===== src/rtl/f2da_pkg.sv =====
package f2da_pkg;

  // field widths
  localparam int FLOAT_W   = 32;
  localparam int CHAR_W    = 7;
  localparam int CFG_W     = 4;
  localparam int APB_AW    = 3;
  localparam int APB_DW    = 32;

  // number format
  localparam int MANT_W    = 24;
  localparam int INT_BITS  = 31;
  localparam int FRAC_BITS = 24;
  localparam int INT_DIGITS = 10;
  localparam int FRAC_MAX  = 15;
  localparam int DIGIT_W   = 4;
  localparam int EXP_BIAS  = 127;
  localparam int EXP_LIMIT = 31;
  localparam int EXP_MIN   = -23;

  // biased exponent window that converts
  localparam logic [7:0] EXP_FIELD_MIN = 8'(EXP_BIAS + EXP_MIN);
  localparam logic [7:0] EXP_FIELD_MAX = 8'(EXP_BIAS + EXP_LIMIT - 1);

  // ascii codes
  localparam logic [CHAR_W-1:0] CH_ZERO  = 7'h30;
  localparam logic [CHAR_W-1:0] CH_NINE  = 7'h39;
  localparam logic [CHAR_W-1:0] CH_MINUS = 7'h2D;
  localparam logic [CHAR_W-1:0] CH_POINT = 7'h2E;
  localparam logic [CHAR_W-1:0] CH_NONE  = 7'h00;

  // register map, indexed by paddr[2]
  localparam logic REG_FRAC_DIGITS = 1'b0;
  localparam logic [CFG_W-1:0] FRAC_DIGITS_RESET = 4'd6;

  typedef logic [INT_DIGITS*DIGIT_W-1:0] bcd_t;
  typedef logic [FRAC_MAX*DIGIT_W-1:0]   frac_buf_t;

endpackage


===== src/rtl/float_to_decimal_ascii.sv =====
// float_to_decimal_ascii: IEEE single bit pattern in, decimal ascii text out.
// input channel: in_valid / in_ready with float_bits, one number per item.
// output channel: out_valid / out_ready, one character per item, with last on
// the final character and error on the single result of an out-of-range
// exponent (char_code 0, last 1).
// an item is converted in three phases: a load, a bit-serial binary-to-bcd
// shift of 31 steps (the fraction digits are formed by a x10 step in the
// first 15 of them), then dropping leading zero digits. characters then
// leave at one per cycle while out_ready is high.
// in_ready is high only between numbers; a held output character stalls the
// character stream, and the last character may wait while the next number
// is accepted.
// frac_digits sits at byte address 0 of the apb port, reset value 6.
// reset returns the sequencer to idle, clears out_valid and sets frac_digits to 6.
module float_to_decimal_ascii #(
  parameter int BUFFER_CHARS = 15
) (
  input  logic                          clk,
  input  logic                          rst,
  input  logic                          in_valid,
  output logic                          in_ready,
  input  logic [f2da_pkg::FLOAT_W-1:0]  float_bits,
  output logic                          out_valid,
  input  logic                          out_ready,
  output logic [f2da_pkg::CHAR_W-1:0]   char_code,
  output logic                          last,
  output logic                          error,
  input  logic                          psel,
  input  logic                          penable,
  input  logic                          pwrite,
  input  logic [f2da_pkg::APB_AW-1:0]   paddr,
  input  logic [f2da_pkg::APB_DW-1:0]   pwdata,
  output logic [f2da_pkg::APB_DW-1:0]   prdata,
  output logic                          pready
);
  import f2da_pkg::*;

  localparam logic [2:0] S_IDLE  = 3'd0;
  localparam logic [2:0] S_CONV  = 3'd1;
  localparam logic [2:0] S_NORM  = 3'd2;
  localparam logic [2:0] S_SIGN  = 3'd3;
  localparam logic [2:0] S_INT   = 3'd4;
  localparam logic [2:0] S_POINT = 3'd5;
  localparam logic [2:0] S_FRAC  = 3'd6;
  localparam logic [2:0] S_ERR   = 3'd7;

  localparam int          WIDE_W    = MANT_W + INT_BITS;
  localparam logic [4:0]  STEP_LAST = 5'(INT_BITS - 1);
  localparam logic [4:0]  STEP_FRAC = 5'(FRAC_MAX);
  localparam logic [5:0]  ROOM_BASE = 6'(BUFFER_CHARS - 1);

  logic [2:0]                state;
  logic [4:0]                step;
  logic [INT_BITS-1:0]       ibits;
  bcd_t                      bcd;
  logic [FRAC_BITS-1:0]      frac;
  frac_buf_t                 fdig;
  logic [FRAC_MAX-1:0]       nz;
  logic                      neg;
  logic                      fzero;
  logic [3:0]                nd;
  logic [3:0]                fcnt;
  logic [CFG_W-1:0]          frac_digits;

  logic                      emit_go;
  logic                      load_out;
  logic                      cfg_wr;
  logic [7:0]                exp_field;
  logic                      is_zero;
  logic                      exp_bad;
  logic [5:0]                shamt;
  logic [WIDE_W-1:0]         wide;
  bcd_t                      bcd_adj;
  logic [FRAC_BITS+3:0]      prod;
  logic [DIGIT_W-1:0]        fdigit;
  logic [5:0]                pre_len;
  logic [5:0]                room;
  logic [3:0]                cnt;
  logic [3:0]                nlen;
  logic [3:0]                nfrac;
  logic                      int_lead_zero;

  assign in_ready = (state == S_IDLE);
  assign pready   = 1'b1;
  assign emit_go  = !out_valid || out_ready;
  assign load_out = emit_go && (state inside {S_SIGN, S_INT, S_POINT, S_FRAC, S_ERR});
  assign cfg_wr   = psel && penable && pwrite && pready;

  // register read
  always_comb begin
    prdata = '0;
    if (paddr[2] == REG_FRAC_DIGITS) begin
      prdata = {{(APB_DW-CFG_W){1'b0}}, frac_digits};
    end
  end

  // decode of the incoming bit pattern into a fixed point word
  always_comb begin
    exp_field = float_bits[30:23];
    is_zero   = (float_bits[30:0] == '0);
    exp_bad   = !is_zero && ((exp_field < EXP_FIELD_MIN) || (exp_field > EXP_FIELD_MAX));
    shamt     = 6'(EXP_FIELD_MAX - exp_field);
    wide      = {1'b1, float_bits[22:0], {INT_BITS{1'b0}}} >> shamt;
  end

  // add-3 correction of each bcd digit
  always_comb begin
    for (int d = 0; d < INT_DIGITS; d++) begin
      bcd_adj[d*DIGIT_W +: DIGIT_W] = (bcd[d*DIGIT_W +: DIGIT_W] >= 4'd5) ?
        bcd[d*DIGIT_W +: DIGIT_W] + 4'd3 : bcd[d*DIGIT_W +: DIGIT_W];
    end
  end

  // fraction times ten, integer digit on top
  assign prod   = (FRAC_BITS+4)'({frac, 3'b000}) + (FRAC_BITS+4)'({frac, 1'b0});
  assign fdigit = prod[FRAC_BITS+3:FRAC_BITS];

  assign int_lead_zero = (bcd[INT_DIGITS*DIGIT_W-1 -: DIGIT_W] == '0);

  // fraction digits that fit, trailing zeros stripped
  always_comb begin
    pre_len = 6'(neg) + 6'(nd) + 6'd1;
    room    = (ROOM_BASE > pre_len) ? ROOM_BASE - pre_len : '0;
    cnt     = (6'(frac_digits) < room) ? frac_digits : room[3:0];
    nlen    = '0;
    for (int i = 0; i < FRAC_MAX; i++) begin
      if ((4'(i) < cnt) && nz[i]) begin
        nlen = 4'(i + 1);
      end
    end
    if (fzero) begin
      nfrac = 4'd1;
    end else if (cnt == '0) begin
      nfrac = '0;
    end else if (nlen == '0) begin
      nfrac = 4'd1;
    end else begin
      nfrac = nlen;
    end
  end

  // configuration register
  always_ff @(posedge clk) begin
    if (rst) begin
      frac_digits <= FRAC_DIGITS_RESET;
    end else if (cfg_wr && (paddr[2] == REG_FRAC_DIGITS)) begin
      frac_digits <= pwdata[CFG_W-1:0];
    end
  end

  // output valid flag
  always_ff @(posedge clk) begin
    if (rst) begin
      out_valid <= 1'b0;
    end else if (load_out) begin
      out_valid <= 1'b1;
    end else if (out_ready) begin
      out_valid <= 1'b0;
    end
  end

  // sequencer, datapath and output register
  always_ff @(posedge clk) begin
    if (rst) begin
      state     <= S_IDLE;
    end else begin
      case (state)
        S_IDLE: begin
          if (in_valid) begin
            neg   <= float_bits[31] && !is_zero;
            ibits <= is_zero ? '0 : wide[WIDE_W-1:FRAC_BITS];
            frac  <= is_zero ? '0 : wide[FRAC_BITS-1:0];
            fzero <= is_zero || (wide[FRAC_BITS-1:0] == '0);
            bcd   <= '0;
            step  <= '0;
            nd    <= 4'(INT_DIGITS);
            state <= exp_bad ? S_ERR : S_CONV;
          end
        end
        S_CONV: begin
          bcd   <= {bcd_adj[INT_DIGITS*DIGIT_W-2:0], ibits[INT_BITS-1]};
          ibits <= {ibits[INT_BITS-2:0], 1'b0};
          if (step < STEP_FRAC) begin
            frac           <= prod[FRAC_BITS-1:0];
            fdig           <= {fdig[(FRAC_MAX-1)*DIGIT_W-1:0], fdigit};
            nz[step[3:0]]  <= (fdigit != '0);
          end
          if (step == STEP_LAST) begin
            state <= S_NORM;
          end else begin
            step <= step + 5'd1;
          end
        end
        S_NORM: begin
          if (int_lead_zero && (nd > 4'd1)) begin
            bcd <= {bcd[(INT_DIGITS-1)*DIGIT_W-1:0], {DIGIT_W{1'b0}}};
            nd  <= nd - 4'd1;
          end else begin
            fcnt  <= nfrac;
            state <= neg ? S_SIGN : S_INT;
          end
        end
        S_SIGN: begin
          if (emit_go) begin
            char_code <= CH_MINUS;
            last      <= 1'b0;
            error     <= 1'b0;
            state     <= S_INT;
          end
        end
        S_INT: begin
          if (emit_go) begin
            char_code <= CH_ZERO + 7'(bcd[INT_DIGITS*DIGIT_W-1 -: DIGIT_W]);
            last      <= 1'b0;
            error     <= 1'b0;
            bcd       <= {bcd[(INT_DIGITS-1)*DIGIT_W-1:0], {DIGIT_W{1'b0}}};
            nd        <= nd - 4'd1;
            if (nd == 4'd1) begin
              state <= S_POINT;
            end
          end
        end
        S_POINT: begin
          if (emit_go) begin
            char_code <= CH_POINT;
            last      <= (fcnt == '0);
            error     <= 1'b0;
            state     <= (fcnt == '0) ? S_IDLE : S_FRAC;
          end
        end
        S_FRAC: begin
          if (emit_go) begin
            char_code <= CH_ZERO + 7'(fdig[FRAC_MAX*DIGIT_W-1 -: DIGIT_W]);
            last      <= (fcnt == 4'd1);
            error     <= 1'b0;
            fdig      <= {fdig[(FRAC_MAX-1)*DIGIT_W-1:0], {DIGIT_W{1'b0}}};
            fcnt      <= fcnt - 4'd1;
            if (fcnt == 4'd1) begin
              state <= S_IDLE;
            end
          end
        end
        S_ERR: begin
          if (emit_go) begin
            char_code <= CH_NONE;
            last      <= 1'b1;
            error     <= 1'b1;
            state     <= S_IDLE;
          end
        end
        default: begin
          state <= S_IDLE;
        end
      endcase
    end
  end

  // error item is a single zero character
  assert property (@(posedge clk) disable iff (rst)
    (out_valid && error) |-> (last && (char_code == CH_NONE)))
    else $error("error item not a lone terminal character");

  // ordinary items are digits, minus or point
  assert property (@(posedge clk) disable iff (rst)
    (out_valid && !error) |-> (((char_code >= CH_ZERO) && (char_code <= CH_NINE)) ||
      (char_code == CH_MINUS) || (char_code == CH_POINT)))
    else $error("unexpected character code");

  // the bcd shift runs its full length then drops leading zeros
  assert property (@(posedge clk) disable iff (rst)
    ((state == S_CONV) && (step == STEP_LAST)) |=> (state == S_NORM))
    else $error("bcd conversion did not finish");

  // integer digit count never runs out while emitting
  assert property (@(posedge clk) disable iff (rst)
    (state == S_INT) |-> (nd != '0))
    else $error("integer digit count underflow");

endmodule

===== config.mk =====
export PLATFORM = sky130hd
export DESIGN_NAME = float_to_decimal_ascii
export DESIGN_NICKNAME = d
export VERILOG_FILES = /design/src/rtl/f2da_pkg.sv /design/src/rtl/float_to_decimal_ascii.sv
export SDC_FILE = /design/constraint.sdc
export NUM_CORES = 1
export LEC_CHECK = 0
export ABC_AREA = 1
export BUFFER_PORTS_ARGS = -buffer_cell sky130_fd_sc_hd__buf_2
export CORE_UTILIZATION = 50
export DETAILED_ROUTE_END_ITERATION = 16
export PLACE_DENSITY_LB_ADDON = 0.3
export SYNTH_ARGS = -nofsm -noshare
export SYNTH_HDL_FRONTEND = slang
export SYNTH_SLANG_ARGS = --single-unit
export TNS_END_PERCENT = 5

===== constraint.sdc =====
create_clock -name clk -period 10.5 [get_ports clk]
set_input_delay 1.05 -clock clk [delete_from_list [all_inputs] [get_ports clk]]
set_output_delay 1.05 -clock clk [all_outputs]
set_load 0.01 [all_outputs]

==> results of run 1 <==
## power groups by stage
stage          clock, W  combinational (W)  sequential, W
6_report       0.000703            0.00161        0.00129
3_3_place_gp          0            0.00156        0.00130
3_5_place_dp          0            0.00160        0.00131
4_1_cts        0.000717            0.00161        0.00129
5_1_grt        0.000742            0.00183        0.00132
2_1_floorplan         0            0.00124        0.00129
## flip-flops by register name, summed over array words and instances, names as in the netlist, 3 cells and up
signal and cells:
fdig 60, fcnt 4, bcd 40, state 3
char_code 6, frac_digits 4, ibits 31, step 5
nd 4, frac 24, nz 14
## layout make-up
| cell class | instances | area [um2] | area share [%] |
|---|---|---|---|
| timing repair buffer | 70 | 382.9 | 2.815 |
| clock inverter | 15 | 201.4 | 1.481 |
| tap | 324 | 405.4 | 2.981 |
| sequential | 200 | 5926 | 43.57 |
| inverter | 169 | 634.4 | 4.664 |
| clock buffer | 17 | 425.4 | 3.128 |
| multi-input combinational | 1027 | 5625 | 41.36 |
## layout by cell type, fill, tap and decap left out, types with 13 or more instances in the layout
master and instances:
nand2_1 293, edfxtp_1 192, o21ai_0 172, inv_1 159, nor2_1 136, a21oi_1 68
nand3_1 61, ha_1 60, buf_2 57, conb_1 30, o22ai_1 27, o211ai_1 20
mux2i_1 18, clkbuf_16 17, nor3_1 16, xor2_1 13, buf_4 13
## cells in the mapped netlist, types with 10 or more instances
cell type	number	area [um2]
nor2_1	138	518.0
clkbuf_1	39	146.4
nand4_1	10	62.56
nand2_1	293	1100
ha_1	60	750.7
inv_1	159	596.8
a21oi_1	71	355.3
nor3_1	16	80.08
nand2_2	12	75.07
buf_4	30	225.2
xor2_1	15	131.4
mux2i_1	18	180.2
o21ai_0	172	860.8
edfxtp_1	192	5766
o211ai_1	20	150.1
nand3_1	61	305.3
o22ai_1	27	168.9
## routing by layer
metal | vias to the layer above | GRT usage (%) | share of wire [%]
met5 | - | 0 | 0
met4 | 0 | 6.600 | 1.9
met3 | 37 | 2.468 | 4.8
li1 | 4994 | - | -
met1 | 4535 | 28.94 | 46
met2 | 250 | 35.05 | 47
## cell families (layout without fill, tap and decap cells)
kind of cell    count (synthesis)  in the layout
flops                         200            200
fa+ha+maj                      61             61
mux                            18             18
compound gates                335            335
buf+inv                       245            271
simple gates                  562            562
other cells                     2             30
xor+xnor                       21             21
## worst max-delay path, delay by kind of cell
kind	cells	cell delay (ns)
compound gates	4	1.22
buf+inv	3	1.69
fa+ha+maj	1	1.12
simple gates	4	0.63
## path summary, 6_finish.rpt
| path | startpoint | endpoint | slack, ns | depth (start not counted) |
|---|---|---|---|---|
| max | float_bits[24] | fzero | 5.06 | 12 |
| max reg2reg | nd[0] | fcnt[0] | 6.23 | 35 |
| min reg2reg | fdig[43] | fdig[47] | 0.42 | 0 |
| min | fdig[43] | fdig[47] | 0.42 | 0 |
## metrics by stage
step	area [um2]	total power (W)	hold WS [ns]
2_1_floorplan	12530	0.002527	0.4003
3_3_place_gp	12970	0.002859	0.4016
3_5_place_dp	12970	0.002913	0.4054
4_1_cts	13600	0.003623	0.4225
5_1_grt	13600	0.003890	0.4238
6_report	13600	0.003606	0.4217
==> metrics.md, run 1 <==
| Metric | Value |
|---|---|
| Most frequent CP cell | `clkinv_1` |
| DP Cell Count | `1,790` |
| Largest net degree at the start of global routing | `82` |
| Fillers | `2,187` |
| Worst Path Required | `10.79 ns` |
| Synth Area per Inst | `8.604 um2` |
| Seq/Total Area, Yosys | `47.69%` |
| Placed wire-length estimate | `19,420 um` |
| Vias per cell | `5.387` |
| CTS Sinks | `200` |
| Number of antenna cells inserted | `0` |
| Leakage power | `5.686 nW` |
| Clock skew | `0.01156 ns` |
| # resized after CTS | `0` |
| CTS root buf | `clkbuf_16` |
| H-tree level count | `4` |
| Power Dens Cells | `265.2 nW/um2` |
| Compound-Gate Fraction of Synth Area | `15.50%` |
| Relative max-transition margin | `42.96%` |
| Logic pwr share | `44.6%` |
| CTS buffer count | `17` |
| Fin. max-slew vios | `0` |
| Setup CP Type | `in -> reg` |
| Port Buffers | `57` |
| Largest family of logic cells by synthesized area | `simple AND/OR/NAND/NOR gates` |
| I/O pin cnt | `118` |
| Worst-Skew Late Latency | `0.44 ns` |
| Synthesized area | `12,420 um2` |
| Seq pwr share | `35.9%` |
| Internal | `0.002101 W` |
| Global-route wire length before repair | `43,680 um` |
| CP max stage delay | `1.12 ns` |
| Share of flip-flops with an asynchronous set or reset | `0%` |
| Synth Area in XOR/XNOR | `1.480%` |
| Area Overhead vs Synth | `9.466%` |
| Final Hold Viols | `0` |
| Core area | `24,320 um2` |
| Mux cell area share after synthesis | `1.450%` |
| Clock network fraction of design power | `19.5%` |
| Worst path cell trace | `buf_2 > clkinv_1 > ha_1 > clkinv_1 > a31oi_1 > o21ai_0 > nand2_1 > nor2_1 > a21oi_1 > nand4_1 > nor4_1 > a41o_1` |
| Fraction of the mapped netlist area in simple logic gates | `19.26%` |
| Antenna-violating nets left | `0` |
| EDFF count, synth | `192` |
| Synth Area in Adders | `6.203%` |
| Synth Register Bits | `200` |
| Vias in the first global route | `9,119` |
| Clock transition at path regs | `0.07 ns` |
| Drt initial violations | `818` |
| P_sw | `0.001505 W` |
| Initial antenna violation count | `0` |
| Mapped Cells | `1,444` |
| Starting Density | `51.09%` |
| Hold WC Path Type | `reg -> reg` |
| DRC errors left | `0` |
| Setup Fix Bufs, Post-CTS | `0` |
| Finish-stage setup viols | `0` |
| Non-filler instance count after layout | `1,822` |
| Die area | `25,480 um2` |
| Via count | `9,816` |
| Layout cells sized above 1 | `10.15%` |
| Overall Global Routing Usage | `21.11%` |
| Clk buf depth | `2` |
| Core Rows | `57` |
| Die width | `159.6 um` |
| Gpl congestion | `0.9046` |
| Max cap viols | `0` |
| Hold_buf cts | `0` |
| Status | `finished, final reports clean` |
| Worst setup EP type | `register` |
| Crit Path Max Fanout | `28` |
| Max Fclk | `183.7 MHz` |
| Final WS setup | `5.057 ns` |
| Worst-Margin Slew | `0.8557 ns` |
| RSZ-0062 raised after global routing | `no` |
| Setup TNS | `0 ns` |
| Arr. time, crit path | `5.73 ns` |
| Synth warnings | `0` |
| Period utilisation layout | `51.84%` |
| CTS tree | `done` |
| CP max-delay cell | `ha_1` |
| Die height | `159.6 um` |
| Total gr overflow | `0` |
| Most frequently used flop master after synthesis | `edfxtp_1` |
| Initial DRT Pass Iterations | `5` |
| Pre-CTS setup slack | `4.703 ns` |
| Core Util, Final | `55.92%` |
| Switching Share | `41.73%` |
| Min Tclk post-route | `5.443 ns` |
| Routed WL | `26,450 um` |
| Cell variety after synth | `55` |
| Routed len/inst | `14.51 um` |
| Nets | `1,620` |
| Crit start category | `primary input` |
| Maximum vdd ir drop | `0.1206 mV` |
(Power assumes the default switching activity.)
==> inputs of run 2 (changes only) <==
clock period = 5.5 ns   (was 10.5 ns; I/O delays follow)
==> metrics.md, run 2 (synthesis gave the netlist of run 1 again) <==
| Metric | Value |
|---|---|
| Critical path destination | `fcnt[1] (was fzero)` |
| Layout cells sized above 1 | `10.26% (was 10.15%)` |
| Nets | `1,623 (was 1,620)` |
| Global-route wire length before repair | `44,300 um (was 43,680 um)` |
| CTS tree | `done (unchanged)` |
| Most crowded layer after global routing | `met2 (unchanged)` |
| Vias per cell | `5.397 (was 5.387)` |
| Pre-CTS setup slack | `1.271 ns (was 4.703 ns)` |
| CP startpoint | `nd[0] (was float_bits[24])` |
| H-tree level count | `4 (unchanged)` |
| Placed wire-length estimate | `19,480 um (was 19,420 um)` |
| Area Overhead vs Synth | `9.265% (was 9.466%)` |
| Relative max-transition margin | `39.36% (was 42.96%)` |
| Number of antenna cells inserted | `0 (unchanged)` |
| # resized after CTS | `0 (unchanged)` |
| CTS buffer count | `17 (unchanged)` |
| Met2 global-route usage | `35.19% (was 35.05%)` |
| Drt initial violations | `883 (was 818)` |
| Top reg by flops | `fdig (unchanged)` |
| RSZ-0062 raised after global routing | `no (unchanged)` |
| Clk buf depth | `2 (unchanged)` |
| Worst setup EP type | `register (unchanged)` |
| Max FFs per register | `60 (unchanged)` |
| Worst Path Required | `5.67 ns (was 10.79 ns)` |
| Worst-Skew Late Latency | `0.45 ns (was 0.44 ns)` |
| CTS Sinks | `200 (unchanged)` |
| Power Dens Cells | `498.2 nW/um2 (was 265.2 nW/um2)` |
| M3 GR Usage | `3.195% (was 2.468%)` |
| Via count | `9,850 (was 9,816)` |
| Finish-stage setup viols | `0 (unchanged)` |
| Final Hold Viols | `0 (unchanged)` |
| Clock skew | `0.01802 ns (was 0.01156 ns)` |
| Reg-to-reg startpoint | `nd[0] (unchanged)` |
| Port Buffers | `57 (unchanged)` |
| Crit Path Max Fanout | `8 (was 28)` |
| Period utilisation layout | `76.56%` |
| Core Util, Final | `55.82% (was 55.92%)` |
| Largest net degree at the start of global routing | `82 (unchanged)` |
| Maximum vdd ir drop | `0.2218 mV (was 0.1206 mV)` |
| Initial DRT Pass Iterations | `6 (was 5)` |
| Setup Fix Bufs, Post-CTS | `0 (unchanged)` |
| Max Fclk | `237.5 MHz` |
| Fillers | `2,215 (was 2,187)` |
| Arr. time, crit path | `4.39 ns (was 5.73 ns)` |
| Worst-Margin Slew | `0.9027 ns (was 0.8557 ns)` |
| Hold WC Path Type | `in -> reg (was reg -> reg)` |
| Initial antenna violation count | `1 (was 0)` |
| DRC errors left | `0 (unchanged)` |
| Routed WL | `26,460 um (was 26,450 um)` |
| Most frequent cells in the layout | `293 x nand2_1, 192 x edfxtp_1, 172 x o21ai_0 (unchanged)` |
| Fin. max-slew vios | `0 (unchanged)` |
| Reg2reg path depth | `26 (was 35)` |
| CP max-delay cell | `edfxtp_1 (was ha_1)` |
| Antenna-violating nets left | `0 (unchanged)` |
| Status | `finished, final reports clean (unchanged)` |
| Starting Density | `51.09% (unchanged)` |
| Setup CP Type | `reg -> reg (was in -> reg)` |
| Biggest regs | `fdig (60), bcd (40), ibits (31) (unchanged)` |
| Core Rows | `57 (unchanged)` |
| Hold path depth | `3 (was 0)` |
| R2R Setup Slk | `1.29 ns (was 6.23 ns)` |
| Hold_ws | `0.3358 ns (was 0.4217 ns)` |
| Die width | `159.6 um (unchanged)` |
| Setup TNS | `0 ns (unchanged)` |
| Clock transition at path regs | `0.08 ns (was 0.07 ns)` |
| Crit start category | `register (was primary input)` |
| DP Area | `13,000 um2 (was 12,970 um2)` |
| Min Tclk post-route | `4.211 ns` |
| Leakage power | `5.672 nW (was 5.686 nW)` |
| Grt met1 use | `29.08% (was 28.94%)` |
| CP max stage delay | `0.42 ns (was 1.12 ns)` |
| Gpl congestion | `0.8926 (was 0.9046)` |
| Core area | `24,320 um2 (unchanged)` |
| Total gr overflow | `0 (unchanged)` |
| CTS root buf | `clkbuf_16 (unchanged)` |
| Vias in the first global route | `9,221 (was 9,119)` |
| Final WS setup | `1.289 ns (was 5.057 ns)` |
| Most common cell after layout, fill and taps aside | `nand2_1 (unchanged)` |
| Max cap viols | `0 (unchanged)` |
| R2R Path End | `fcnt[1] (was fcnt[0])` |
| I/O pin cnt | `118 (unchanged)` |
| Die area | `25,480 um2 (unchanged)` |
| Post-route cell area | `13,580 um2 (was 13,600 um2)` |
| Overall Global Routing Usage | `21.46% (was 21.11%)` |
| Hold_buf cts | `0 (unchanged)` |
| Die height | `159.6 um (unchanged)` |
| Routed len/inst | `14.50 um (was 14.51 um)` |
-- run 2: cell count changes in the layout (fill, tap and decap cells not counted) --
cell	before	now
clkinv_1	5	6
buf_4	13	16
clkinv_8	0	3
clkinv_4	2	0
bufinv_16	3	0
clkinvlp_4	0	1
-- run 2: metal layers --
layer	wire length, um	up-vias
met5	0	-
met4	528	0
met3	1193	30
met2	12530	259
met1	12210	4551
li1	-	5010
-- run 2: worst min path at each step --
| stage | from | end | slack [ns] |
|---|---|---|---|
| finish | pwdata[1] | frac_digits[1] | 0.34 |
| global route | pwdata[1] | frac_digits[1] | 0.35 |
| CTS | pwdata[1] | frac_digits[1] | 0.32 |
| detailed placement | fdig[27] | fdig[31] | 0.40 |
| global placement | fdig[50] | fdig[54] | 0.40 |
| floorplan | fdig[6] | fdig[10] | 0.40 |
-- run 2: cell type report --
class | count | area, um2 | area share [%]
clock buffers | 17 | 425.4 | 3.134
inverters | 169 | 634.4 | 4.673
well taps | 324 | 405.4 | 2.986
flip-flops and latches | 200 | 5926 | 43.65
multi-input cells | 1027 | 5625 | 41.44
clock inverters | 15 | 153.9 | 1.134
repair buffers | 73 | 405.4 | 2.986
-- run 2: power by group --
part	internal [W]	switching [W]	leakage (nW)
logic	0.00102	0.00205	3.54
registers	0.00226	0.000212	1.85
clock network	0.000608	0.000617	0.283
total	0.00388	0.00288	5.67
-- run 2: worst max-delay path, delay by kind of cell, from the launching register on --
kind            cells  cell delay [ns]
compound gates      7             1.13
fa+ha+maj           4             1.00
simple gates       11             0.99
flops               1             0.42
buf+inv             4             0.36
-- run 2: through the flow --
| step | power [W] | instances |
|---|---|---|
| 2_1_floorplan | 0.004825 | 1472 |
| 3_3_place_gp | 0.005465 | 1793 |
| 3_5_place_dp | 0.005553 | 1793 |
| 4_1_cts | 0.006795 | 1825 |
| 5_1_grt | 0.007333 | 1825 |
| 6_report | 0.006763 | 1825 |
==> inputs of run 3 (changes only) <==
clock period = 3.62 ns   (was 5.5 ns; I/O delays follow)
==> metrics.md, run 3 (synthesis gave the netlist of run 1 again) <==
| Metric | Value |
|---|---|
| Relative max-transition margin | `39.97% (was 39.36%)` |
| CTS buffer count | `17 (unchanged)` |
| Internal | `0.006387 W (was 0.003884 W)` |
| Period utilisation layout | `101.6% (was 76.56%)` |
| Logic pwr share | `48.1% (was 45.3%)` |
| R2R Path End | `fcnt[0] (was fcnt[1])` |
| CTS Sinks | `200 (unchanged)` |
| CP max stage delay | `0.41 ns (was 0.42 ns)` |
| Setup CP Type | `reg -> reg (unchanged)` |
| Seq pwr share | `34.4% (was 36.6%)` |
| Largest net degree at the start of global routing | `80 (was 82)` |
| Status | `finished, violations left (was finished, final reports clean)` |
| CP startpoint | `nd[0] (unchanged)` |
| Die height | `159.6 um (unchanged)` |
| Biggest regs | `fdig (60), bcd (40), ibits (31) (unchanged)` |
| R2R Setup Slk | `-0.06 ns (was 1.29 ns)` |
| Via count | `10,130 (was 9,850)` |
| Drt initial violations | `927 (was 883)` |
| Non-filler instance count after layout | `1,856 (was 1,825)` |
| CTS tree | `done (unchanged)` |
| Most common cell after layout, fill and taps aside | `nand2_1 (unchanged)` |
| Max cap viols | `0 (unchanged)` |
| Core Rows | `57 (unchanged)` |
| Die area | `25,480 um2 (unchanged)` |
| Total gr overflow | `0 (unchanged)` |
| Layout cells sized above 1 | `14.03% (was 10.26%)` |
| Worst-Skew Late Latency | `0.44 ns (was 0.45 ns)` |
| Final WS setup | `-0.05871 ns (was 1.289 ns)` |
| H-tree level count | `4 (unchanged)` |
| Crit Path Max Fanout | `8 (unchanged)` |
| Setup TNS | `-0.09748 ns (was 0 ns)` |
| Power Dens Cells | `779.7 nW/um2 (was 498.2 nW/um2)` |
| Clk buf depth | `2 (unchanged)` |
| Nets | `1,655 (was 1,623)` |
| Hold WC Path Type | `in -> reg (unchanged)` |
| I/O pin cnt | `118 (unchanged)` |
| Global-route wire length before repair | `45,560 um (was 44,300 um)` |
| Initial DRT Pass Iterations | `5 (was 6)` |
| Leakage power | `5.837 nW (was 5.672 nW)` |
| Finish-stage setup viols | `3 (was 0)` |
| Hold_buf cts | `0 (unchanged)` |
| Die width | `159.6 um (unchanged)` |
| Final Hold Viols | `0 (unchanged)` |
| Critical path destination | `fcnt[0] (was fcnt[1])` |
| Starting Density | `51.09% (unchanged)` |
| Placed wire-length estimate | `19,960 um (was 19,480 um)` |
| Worst Path Required | `3.91 ns (was 5.67 ns)` |
| Overall Global Routing Usage | `22.09% (was 21.46%)` |
| Top reg by flops | `fdig (unchanged)` |
| Core area | `24,320 um2 (unchanged)` |
| Core Util, Final | `57.62% (was 55.82%)` |
| Max Fclk | `271.8 MHz (was 237.5 MHz)` |
| DP Cell Count | `1,821 (was 1,793)` |
| Gpl congestion | `0.9565 (was 0.8926)` |
| CTS root buf | `clkbuf_16 (unchanged)` |
| Switching Share | `41.54% (was 42.57%)` |
| Violated checks | `setup timing` |
| Most frequent CP cell | `nand2_1` |
| Port Buffers | `57 (unchanged)` |
| Clock skew | `0.01158 ns (was 0.01802 ns)` |
| Area Overhead vs Synth | `12.78% (was 9.265%)` |
| Reg2reg path depth | `37 (was 26)` |
| Crit start category | `register (unchanged)` |
| Number of antenna cells inserted | `0 (unchanged)` |
| Routed WL | `27,590 um (was 26,460 um)` |
| Worst-Margin Slew | `0.8936 ns (was 0.9027 ns)` |
| Antenna-violating nets left | `0 (unchanged)` |
| Routed len/inst | `14.87 um (was 14.50 um)` |
| Clock network fraction of design power | `17.5% (was 18.1%)` |
| Fin. max-slew vios | `0 (unchanged)` |
| RSZ-0062 raised after global routing | `yes (was no)` |
| Vias in the first global route | `9,519 (was 9,221)` |
| Max FFs per register | `60 (unchanged)` |
| Reg-to-reg startpoint | `nd[0] (unchanged)` |
| Vias per cell | `5.459 (was 5.397)` |
| Clock transition at path regs | `0.07 ns (was 0.08 ns)` |
| Hold_ws | `0.1440 ns (was 0.3358 ns)` |
| CP max-delay cell | `edfxtp_1 (unchanged)` |
| Most frequent cells in the layout | `283 x nand2_1, 192 x edfxtp_1, 170 x o21ai_0 (was 293 x nand2_1, 192 x edfxtp_1, 172 x o21ai_0)` |
| DRC errors left | `0 (unchanged)` |
| Initial antenna violation count | `0 (was 1)` |
| P_sw | `0.004538 W (was 0.002879 W)` |
| Maximum vdd ir drop | `0.3951 mV (was 0.2218 mV)` |
| Arr. time, crit path | `3.97 ns (was 4.39 ns)` |
| Min Tclk post-route | `3.679 ns (was 4.211 ns)` |
| Worst setup EP type | `register (unchanged)` |
run 3: cell count changes in the layout (fill, tap and decap cells not counted), sizes merged:
cell      change
bufinv        +2
buf          +32
clkinvlp      +2
inv           -2
clkinv        -3
run 3: worst min-delay path by stage:
stage / from / endpoint / slack [ns] / cells after the start
2_1_floorplan: fdig[6] / fdig[10] / 0.40 / 0
3_3_place_gp: fdig[23] / fdig[27] / 0.40 / 0
3_5_place_dp: fdig[34] / fdig[38] / 0.40 / 0
4_1_cts: pwdata[2] / frac_digits[2] / 0.13 / 3
5_1_grt: pwdata[2] / frac_digits[2] / 0.17 / 3
6_report: pwdata[2] / frac_digits[2] / 0.14 / 3
run 3: what timing repair did:
| action | 4_1_cts | 5_1_grt |
|---|---|---|
| cloned | 0 | 0 |
| endpoints found under the hold margin | 0 | 0 |
| resized for setup | 25 | 16 |
| endpoints found under the setup margin | 18 | 18 |
| setup buffers | 3 | 1 |
| pin swaps | 8 | 4 |
run 3: power by group through the flow:
stage          logic [W]  registers [W]  clock network, W
5_1_grt          0.00594        0.00382           0.00202
6_report         0.00525        0.00376           0.00191
3_3_place_gp     0.00479        0.00378                 0
3_5_place_dp     0.00492        0.00380                 0
4_1_cts          0.00509        0.00375           0.00194
2_1_floorplan    0.00360        0.00373                 0
run 3: routing by layer:
layer	GRT usage, %	vias up	wire length, um
li1	-	5058	-
met1	29.75	4753	12680
met2	36.36	277	13070
met3	3.299	43	1280
met4	7.823	0	564
met5	0	-	0
run 3: cell type report:
class,count,area (um2)
Fill cell,2156,10310
Sequential cell,200,5926
Multi-Input combinational cell,1027,5802
Timing Repair Buffer,105,658.1
Inverter,169,634.4
Clock buffer,17,425.4
Tap cell,324,405.4
Clock inverter,14,161.4
run 3: metrics by stage:
stage                     worst slack (ns)  instance area (um2)  total power (W)
after floorplan                    -0.4001                12530         0.007326
after global placement             -0.2049                13220         0.008567
after detailed placement           -0.3539                13220         0.008715
after CTS                         -0.04687                13940          0.01079
after global routing               -0.3636                14010          0.01178
final                             -0.05871                14010          0.01093
run 3: worst max-delay path, delay by kind of cell (launching register included):
kind / cells / cell delay (ns)
AO/OA/AOI/OAI: 3 / 0.45
flip-flops: 1 / 0.41
AND/OR/NAND/NOR: 25 / 1.67
buffers and inverters: 6 / 0.41
adder cells (fa/ha/maj): 3 / 0.56
